$ cat src/sv/second_order_state_space_step_defines.svh
// ----------------------------------------------------------------------------
// Assertion macros for the second-order state-space step block
// Each macro names its check and samples on clk, disabled while rst is high.
// ----------------------------------------------------------------------------
`ifndef SECOND_ORDER_STATE_SPACE_STEP_DEFINES_SVH
`define SECOND_ORDER_STATE_SPACE_STEP_DEFINES_SVH

// Same-cycle implication
`define SOSS_ASSERT_SAME(label, ante, cons) \
  label: assert property (@(posedge clk) disable iff (rst) (ante) |-> (cons)) \
    else $error("same-cycle check failed");

// Next-cycle implication
`define SOSS_ASSERT_NEXT(label, ante, cons) \
  label: assert property (@(posedge clk) disable iff (rst) (ante) |=> (cons)) \
    else $error("next-cycle check failed");

`endif

$ cat src/sv/soss_pkg.sv
// ----------------------------------------------------------------------------
// soss_pkg
// Types, register indexes, reset values and fixed-point helpers for the
// second-order state-space step block.
// ----------------------------------------------------------------------------
package soss_pkg;

  // Width of a result accumulated from up to three truncated products
  localparam int AccW = 42;

  // Configuration register indexes
  localparam logic [1:0] REG_STEP_GAIN      = 2'd0;
  localparam logic [1:0] REG_STIFFNESS_COEF = 2'd1;
  localparam logic [1:0] REG_DAMPING_COEF   = 2'd2;
  localparam logic [1:0] REG_OUTPUT_GAIN    = 2'd3;

  // Register reset values
  localparam logic signed [31:0] STEP_GAIN_RST      = 32'sd0;
  localparam logic signed [31:0] STIFFNESS_COEF_RST = 32'sd0;
  localparam logic signed [31:0] DAMPING_COEF_RST   = 32'sd16777216;
  localparam logic signed [31:0] OUTPUT_GAIN_RST    = 32'sd65536;

  // Input item op codes
  localparam logic OP_STEP = 1'b0;
  localparam logic OP_LOAD = 1'b1;

  typedef struct packed {
    logic               op;
    logic signed [31:0] drive_value;
    logic signed [31:0] set_position;
    logic signed [31:0] set_velocity;
  } soss_in_t;

  typedef struct packed {
    logic signed [31:0] output_value;
    logic signed [31:0] new_position;
    logic signed [31:0] new_velocity;
    logic               saturated;
  } soss_out_t;

  // Q8.24 times Q16.16 down to Q16.16, rounded toward zero
  function automatic logic signed [39:0] trunc_q24(input logic signed [63:0] p);
    logic signed [63:0] adj;
    adj = p + (p[63] ? 64'sd16777215 : 64'sd0);
    return adj[63:24];
  endfunction

  // Q16.16 times Q16.16 down to Q16.16, rounded toward zero
  function automatic logic signed [47:0] trunc_q16(input logic signed [63:0] p);
    logic signed [63:0] adj;
    adj = p + (p[63] ? 64'sd65535 : 64'sd0);
    return adj[63:16];
  endfunction

  // True when a value lies outside the signed 32-bit range
  function automatic logic sat_hit(input logic signed [47:0] v);
    return (!v[47] && (|v[46:31])) || (v[47] && !(&v[46:31]));
  endfunction

  // Clamp to the signed 32-bit range
  function automatic logic signed [31:0] sat32(input logic signed [47:0] v);
    logic signed [31:0] r;
    if (!v[47] && (|v[46:31])) begin
      r = 32'sh7fffffff;
    end else if (v[47] && !(&v[46:31])) begin
      r = 32'sh80000000;
    end else begin
      r = v[31:0];
    end
    return r;
  endfunction

endpackage

$ cat src/sv/second_order_state_space_step.sv
// ----------------------------------------------------------------------------
// second_order_state_space_step
// A load word gives no result. A step word stalls the input until its result is
// loaded into the result register: five products go one after another through a
// single registered 32x32 signed multiplier, and the truncate, accumulate and
// clamp work for each product is done in the state that follows it.
// The input stalls while a step is in flight; a finished result waits in the
// output register and a new word may be taken meanwhile, but the next step
// holds in its last cycle until that register is free. Configuration writes
// are always ready.
// ----------------------------------------------------------------------------
module second_order_state_space_step
  import soss_pkg::*;
(
  input  logic             clk,
  input  logic             rst,
  input  logic             in_valid,
  output logic             in_stall,
  input  soss_in_t         in_word,
  output logic             out_valid,
  input  logic             out_stall,
  output soss_out_t        out_word,
  input  logic             cfg_valid,
  output logic             cfg_ready,
  input  logic [1:0]       cfg_index,
  input  logic [31:0]      cfg_data
);

  `include "second_order_state_space_step_defines.svh"

  typedef enum logic [2:0] {
    S_IDLE, S_M0, S_M1, S_M2, S_M3, S_M4, S_FIN
  } state_t;

  state_t state;

  // Coefficients
  logic signed [31:0] step_gain;
  logic signed [31:0] stiffness_coef;
  logic signed [31:0] damping_coef;
  logic signed [31:0] output_gain;

  // System state and step working registers
  logic signed [31:0]     position;
  logic signed [31:0]     velocity;
  logic signed [31:0]     drive;
  logic signed [31:0]     np;
  logic signed [63:0]     prod;
  logic signed [AccW-1:0] acc_p;
  logic signed [AccW-1:0] acc_v;
  logic                   sat;

  logic signed [31:0] mul_a;
  logic signed [31:0] mul_b;
  logic signed [39:0] t24;
  logic signed [47:0] t16;
  logic signed [47:0] acc_p_ext;
  logic signed [47:0] acc_v_ext;
  logic               in_take;
  logic               load_take;
  logic               fin_go;

  assign in_stall  = (state != S_IDLE);
  assign cfg_ready = 1'b1;
  assign in_take   = in_valid && !in_stall;
  assign load_take = in_take && (in_word.op == OP_LOAD);
  assign fin_go    = (state == S_FIN) && (!out_valid || !out_stall);

  assign t24       = trunc_q24(prod);
  assign t16       = trunc_q16(prod);
  assign acc_p_ext = {{(48 - AccW){acc_p[AccW-1]}}, acc_p};
  assign acc_v_ext = {{(48 - AccW){acc_v[AccW-1]}}, acc_v};

  // Select multiplier operands for each step of the sequence
  always_comb begin
    mul_a = step_gain;
    mul_b = velocity;
    case (state)
      S_M0: begin
        mul_a = step_gain;
        mul_b = velocity;
      end
      S_M1: begin
        mul_a = stiffness_coef;
        mul_b = position;
      end
      S_M2: begin
        mul_a = damping_coef;
        mul_b = velocity;
      end
      S_M3: begin
        mul_a = step_gain;
        mul_b = drive;
      end
      S_M4: begin
        mul_a = output_gain;
        mul_b = np;
      end
      default: begin
        mul_a = step_gain;
        mul_b = velocity;
      end
    endcase
  end

  // Shared multiplier: register one product per sequence step
  always_ff @(posedge clk) begin
    if (state == S_M0 || state == S_M1 || state == S_M2 ||
        state == S_M3 || state == S_M4) begin
      prod <= mul_a * mul_b;
    end
  end

  // Write configuration registers
  always_ff @(posedge clk) begin
    if (rst) begin
      step_gain      <= STEP_GAIN_RST;
      stiffness_coef <= STIFFNESS_COEF_RST;
      damping_coef   <= DAMPING_COEF_RST;
      output_gain    <= OUTPUT_GAIN_RST;
    end else if (cfg_valid && cfg_ready) begin
      case (cfg_index)
        REG_STEP_GAIN:      step_gain      <= cfg_data;
        REG_STIFFNESS_COEF: stiffness_coef <= cfg_data;
        REG_DAMPING_COEF:   damping_coef   <= cfg_data;
        REG_OUTPUT_GAIN:    output_gain    <= cfg_data;
        default: ;
      endcase
    end
  end

  // Sequencer, state update and result register
  always_ff @(posedge clk) begin
    if (rst) begin
      state     <= S_IDLE;
      position  <= '0;
      velocity  <= '0;
      out_valid <= 1'b0;
    end else begin
      // load a finished result, else drop the word once it is taken
      if (fin_go) begin
        out_valid <= 1'b1;
      end else if (out_valid && !out_stall) begin
        out_valid <= 1'b0;
      end
      case (state)
        S_IDLE: begin
          if (in_take) begin
            if (in_word.op == OP_LOAD) begin
              position <= in_word.set_position;
              velocity <= in_word.set_velocity;
            end else begin
              drive <= in_word.drive_value;
              state <= S_M0;
            end
          end
        end
        S_M0: state <= S_M1;
        S_M1: begin
          // position plus dt times velocity
          acc_p <= AccW'(position) + AccW'(t24);
          state <= S_M2;
        end
        S_M2: begin
          np    <= sat32(acc_p_ext);
          sat   <= sat_hit(acc_p_ext);
          acc_v <= AccW'(t24);
          state <= S_M3;
        end
        S_M3: begin
          acc_v <= acc_v + AccW'(t24);
          state <= S_M4;
        end
        S_M4: begin
          acc_v <= acc_v + AccW'(t24);
          state <= S_FIN;
        end
        S_FIN: begin
          // hold until the result register is free
          if (fin_go) begin
            position               <= np;
            velocity               <= sat32(acc_v_ext);
            out_word.output_value  <= sat32(t16);
            out_word.new_position  <= np;
            out_word.new_velocity  <= sat32(acc_v_ext);
            out_word.saturated     <= sat || sat_hit(acc_v_ext) || sat_hit(t16);
            state                  <= S_IDLE;
          end
        end
        default: state <= S_IDLE;
      endcase
    end
  end

  `SOSS_ASSERT_SAME(a_busy_stalls, state != S_IDLE, in_stall)
  `SOSS_ASSERT_NEXT(a_step_starts, in_take && in_word.op == OP_STEP, state == S_M0)
  `SOSS_ASSERT_NEXT(a_load_pos, load_take, position == $past(in_word.set_position))
  `SOSS_ASSERT_NEXT(a_load_vel, load_take, velocity == $past(in_word.set_velocity))
  `SOSS_ASSERT_SAME(a_result_from_fin, $rose(out_valid), $past(state) == S_FIN)

endmodule
$ cat config.mk
export PLATFORM = sky130hd
export DESIGN_NAME = second_order_state_space_step
export DESIGN_NICKNAME = d
export VERILOG_FILES = /design/src/sv/soss_pkg.sv /design/src/sv/second_order_state_space_step.sv
export VERILOG_INCLUDE_DIRS = /design/src /design/src/sv
export SDC_FILE = /design/constraint.sdc
export NUM_CORES = 2
export LEC_CHECK = 0
export ABC_AREA = 1
export BUFFER_PORTS_ARGS = -buffer_cell sky130_fd_sc_hd__clkbuf_2
export CAP_MARGIN = 10
export CORE_MARGIN = 2
export CORE_UTILIZATION = 55
export DETAILED_ROUTE_END_ITERATION = 16
export PLACE_DENSITY = 0.81
export SETUP_SLACK_MARGIN = 0.02
export SYNTH_ARGS = -nofsm -noshare
export SYNTH_HDL_FRONTEND = slang
export SYNTH_SLANG_ARGS = --single-unit
$ cat constraint.sdc
create_clock -name clk -period 8.5 [get_ports clk]
set_clock_uncertainty 0.15 [all_clocks]
set_input_delay 1.275 -clock clk [delete_from_list [all_inputs] [get_ports clk]]
set_output_delay 1.275 -clock clk [all_outputs]
set_load 0.05 [all_outputs]
# After elaboration in Yosys (flattened, before gate mapping)
# Cells that the tools add are included.
[op_classes]
n_addsub = 4
mul = 1
n_eq_ne = 13
mux = 23
n_bitwise = 2
n_reduce_logical = 52
[ops]
columns = ["operator", "n"]
rows = [
  ["2-to-1 mux 32 bit", 10],
  ["one-hot mux 32 bit (3 select lines)", 2],
  ["one-hot mux 32 bit (2 select lines)", 2],
  ["one-hot mux 42 bit (2 select lines)", 1],
  ["adder 64 x 17 -> 64 bit", 1],
  ["adder 64 x 25 -> 64 bit", 1],
  ["multiplier 32 x 32 -> 64 bit", 1],
  ["adder 42 x 40 -> 42 bit", 1],
  ["adder 32 x 40 -> 41 bit", 1],
  ["2-to-1 mux 24 bit", 1],
  ["AND reduction 11 bit", 2],
  ["OR reduction 11 bit", 2],
  ["one-hot mux 3 bit (7 select lines)", 1],
  ["2-to-1 mux 16 bit", 1],
  ["AND reduction 16 bit", 1],
  ["OR reduction 16 bit", 1],
  ["AND reduction 2 bit", 7],
  ["logical OR 1 bit", 10],
  ["== test 3 bit (second input constant)", 3],
  ["logical AND 1 bit", 9],
  ["zero test 1 bit", 9],
  ["2-to-1 mux 3 bit", 3],
  ["!= test 2 bit (second input constant)", 4],
  ["AND reduction 4 bit", 2],
  ["12 further kinds", 19],
]
[word_totals]
regBits = 506

# Depth between registers and ports, before layout
[depth]
word_depth = 7
ltp_mapped = 43
mapped_depth_nobuf = 40

# Least setup slack after synthesis
# OpenSTA, ideal clock, no wires.
[synth_path]
kind = "input to register"
startpoint = "input port rst"
endpoint = "register out_word[0] (netlist bit), enable pin"
setup_time_ps = 671
t_arrival_ps = 8048
path_slack_ps = -370
stages = 2
cell_sequence = "clkbuf_1 > nor3_1"
[synth_via]
elab_chain_cells = 2
[synth_rtl]
columns = ["element", "line_no", "text"]
rows = [
  ["from (decl)", "second_order_state_space_step.sv:16", "input logic rst,"],
  ["NOT 1 bit (no line)", "--", ""],
  ["AND reduction 3 bit (no line)", "--", ""],
  ["to (decl)", "second_order_state_space_step.sv:22", "output soss_out_t out_word,"],
]
# Every way passes these cells.
# A chain may end at the register's enable or synchronous reset.

# Final worst setup path
[layout_path]
startpoint = "register state[1]"
endpoint = "register prod[63], data pin"
[layout_via]
elab_chain_cells = 3
elab_cells_between_ends = 7
cone_classes = "mul: 1; eq/ne: 4; mux: 2"
[layout_rtl]
columns = ["element", "line_no", "text"]
rows = [
  ["from (decl)", "second_order_state_space_step.sv:35", "state_t state;"],
  ["from (signal assigned)", "second_order_state_space_step.sv:135", "state <= S_IDLE;"],
  ["from (signal assigned)", "second_order_state_space_step.sv:154", "state <= S_M0;"],
  ["from (signal assigned)", "second_order_state_space_step.sv:158", "S_M0: state <= S_M1;"],
  ["== test 3 bit / == test 3 x 2 -> 1 bit (equally long branches)", "second_order_state_space_step.sv:78", "case (state)"],
  ["one-hot mux 32 bit (3 select lines)", "second_order_state_space_step.sv:78", ""],
  ["multiplier 32 x 32 -> 64 bit *", "second_order_state_space_step.sv:110", "prod <= mul_a * mul_b;"],
  ["to (signal assigned)", "second_order_state_space_step.sv:110", ""],
  ["to (decl)", "second_order_state_space_step.sv:48", "logic signed [63:0] prod;"],
]
# Mark *: on every way between the ends. The rest lies on a longest branch, timed or not.

==> reports/qor.csv <==
metric,value,unit
period_share,1.03,
max_cap_viol_count,0,
outcome,"complete, but fails checks",
cts.sinks,505,
crit_path_end_kind,flop,
io_buffer_count,234,
syn_nets,9421,
crit_slowest_cell,fa_1,
routedWlPerCell,23.8,µm
hold_ws,0.305,ns
first_pass_iters,7,
grt_pass1_wl,359000,µm
final_antenna_net_count,0,
worst_slew_pin_slew,1.19,ns
rsz0062_at_grt,yes,
grt_start_max_net_pins,141,
yosysWarnings,0,
syn_area_per_cell,8.21,µm²
netlist_instances,7913,
fin_area,75800,µm²
crit_top_cell,fa_1,
max_stage_delay,0.58,ns
die_area,121000,µm²
fin_nets,10100,
final_cell_mix,"nand2_1 (1678), inv_1 (1478), fa_1 (1061)",
die_h,348,µm
core,118000,µm²
mostFrequentLayoutCell,nand2_1,
post_drt_via_cell_ratio,5.81,
ys_ff_latch,505,
gp_congestion,1.13,
drive_gt1_frac,0.151,
clk_pin_slew_worst_paths,0.06,ns
fin_ws,-0.230,ns
ys.flop_type,edfxtp_1,
synth_edf_count,309,
cts.hold.buffers_added,0,
ioPinCount,236,
slew_viol_final,0,
violations,negative setup slack,
seq_area,13200,µm²
first_iter_violations,7005,
cts_buffers,53,
place_area,72300,µm²
multi_input_area,45800,µm²
wl,241000,µm
setup_violations,19,
fin_crit,8.73,ns
place_ws,-0.262,ns
cts_root_buffer,clkbuf_16,
relSlewSlack,0.206,
hold_violations,0,
cts_tree,built,
overflow,0,
hp-class,flop to flop,
die_x,348,µm
htreeDepth,2,
start_kind,flop,
vias,58900,
grt_pass1_vias,59600,
antenna_found_initial,2,
cp_max_fo,11,
seq_area_frac_synth,0.203,
crit_arrival,9.01,ns
synthDistinctLibCells,63,
grt.total_usage,0.396,
num_rows,126,
cts_max_path_buffers,3,
worstSkewPairLatency,0.68,ns
post-dp-hpwl,196000,µm
fmax,115,MHz
synthesis.area,65000,µm²
fill_cells,9693,
cp.required,8.78,ns
critPathKind,flop to flop,
start_util,0.552,
ys_async_sr_fraction,0,
syn_to_final_growth,16.6,%
drc_errors,0,
## path summary, 6_finish.rpt
path              startpoint         endpoint  slack (ns)  cells past startpoint
max                 state[1]         prod[63]       -0.23                     38
min          output_gain[28]  output_gain[28]        0.30                      2
max reg2reg         state[1]         prod[63]       -0.23                     38
min reg2reg  output_gain[28]  output_gain[28]        0.30                      2
## cell families after synthesis
kind of cell / Yosys count / synth area share
AO/OA/AOI/OAI: 900 / 0.0819
XOR/XNOR: 175 / 0.0236
adder cells (fa/ha/maj): 1372 / 0.389
buffers and inverters: 1849 / 0.111
flip-flops: 505 / 0.203
other: 1 / 0.0000577
AND/OR/NAND/NOR: 3111 / 0.191
## per-stage QoR
stage           util  TNS [ns]  cells
6_report       0.644     -1.72  10100
5_1_grt        0.644     -7.89  10100
4_1_cts        0.633         0  10100
3_5_place_dp   0.615     -3.20   9976
3_3_place_gp   0.615     -2.03   9976
2_1_floorplan      -         0   7913
## cell type report
| class | count | area share |
|---|---|---|
| Antenna cell | 6 | 0.000198 |
| Timing Repair inverter | 1 | 0.0000660 |
| Multi-Input combinational cell | 5559 | 0.604 |
| Timing Repair Buffer | 868 | 0.0954 |
| Tap cell | 1536 | 0.0254 |
| Clock inverter | 25 | 0.00337 |
| Sequential cell | 505 | 0.174 |
| Clock buffer | 73 | 0.0198 |
| Inverter | 1556 | 0.0776 |
## registers in the layout, indices dropped and copies added (netlist names), 32 cells and up
signal / cells
output_gain: 32
acc_v: 42
stiffness_coef: 32
drive: 32
acc_p: 41
step_gain: 32
position: 32
velocity: 32
damping_coef: 32
prod: 64
np: 32
out_word: 97
## worst max-delay path: cells and delay by family (launching register included)
family	cells	cell delay [ns]
flip-flops	1	0.37
adder cells (fa/ha/maj)	9	4.34
AND/OR/NAND/NOR	10	1.17
buffers and inverters	14	1.52
AO/OA/AOI/OAI	5	0.95
## routing by layer
| metal | GRT usage | wire, µm | share of wire |
|---|---|---|---|
| met1 | 0.507 | 88500 | 0.37 |
| met2 | 0.603 | 103000 | 0.43 |
| met3 | 0.107 | 29900 | 0.12 |
| met4 | 0.241 | 19200 | 0.080 |
| met5 | 0 | 0 | 0 |
## synth_stat cells, drive strengths merged (45+ instances only)
master / count / share of area
nand2: 1704 / 0.099
inv: 1553 / 0.090
fa: 1084 / 0.33
nor2: 1070 / 0.063
o21ai: 352 / 0.028
edfxtp: 309 / 0.14
a21oi: 299 / 0.023
ha: 288 / 0.055
dfxtp: 196 / 0.060
buf: 167 / 0.014
nand3: 154 / 0.012
xor2: 130 / 0.018
clkbuf: 126 / 0.0073
nand4: 82 / 0.0079
a31oi: 77 / 0.0083
nor3: 47 / 0.0038
xnor2: 45 / 0.0061
## what timing repair did
action / CTS / global route
setup buffers: 17 / 25
setup endpoints to repair: 28 / 44
pin swaps: 8 / 48
gates cloned: 1 / 6
gates resized for setup: 45 / 245
Power is left out: the tool's default activity adds up to more than one toggle a clock period on the data nets, which glitch-free logic cannot reach.
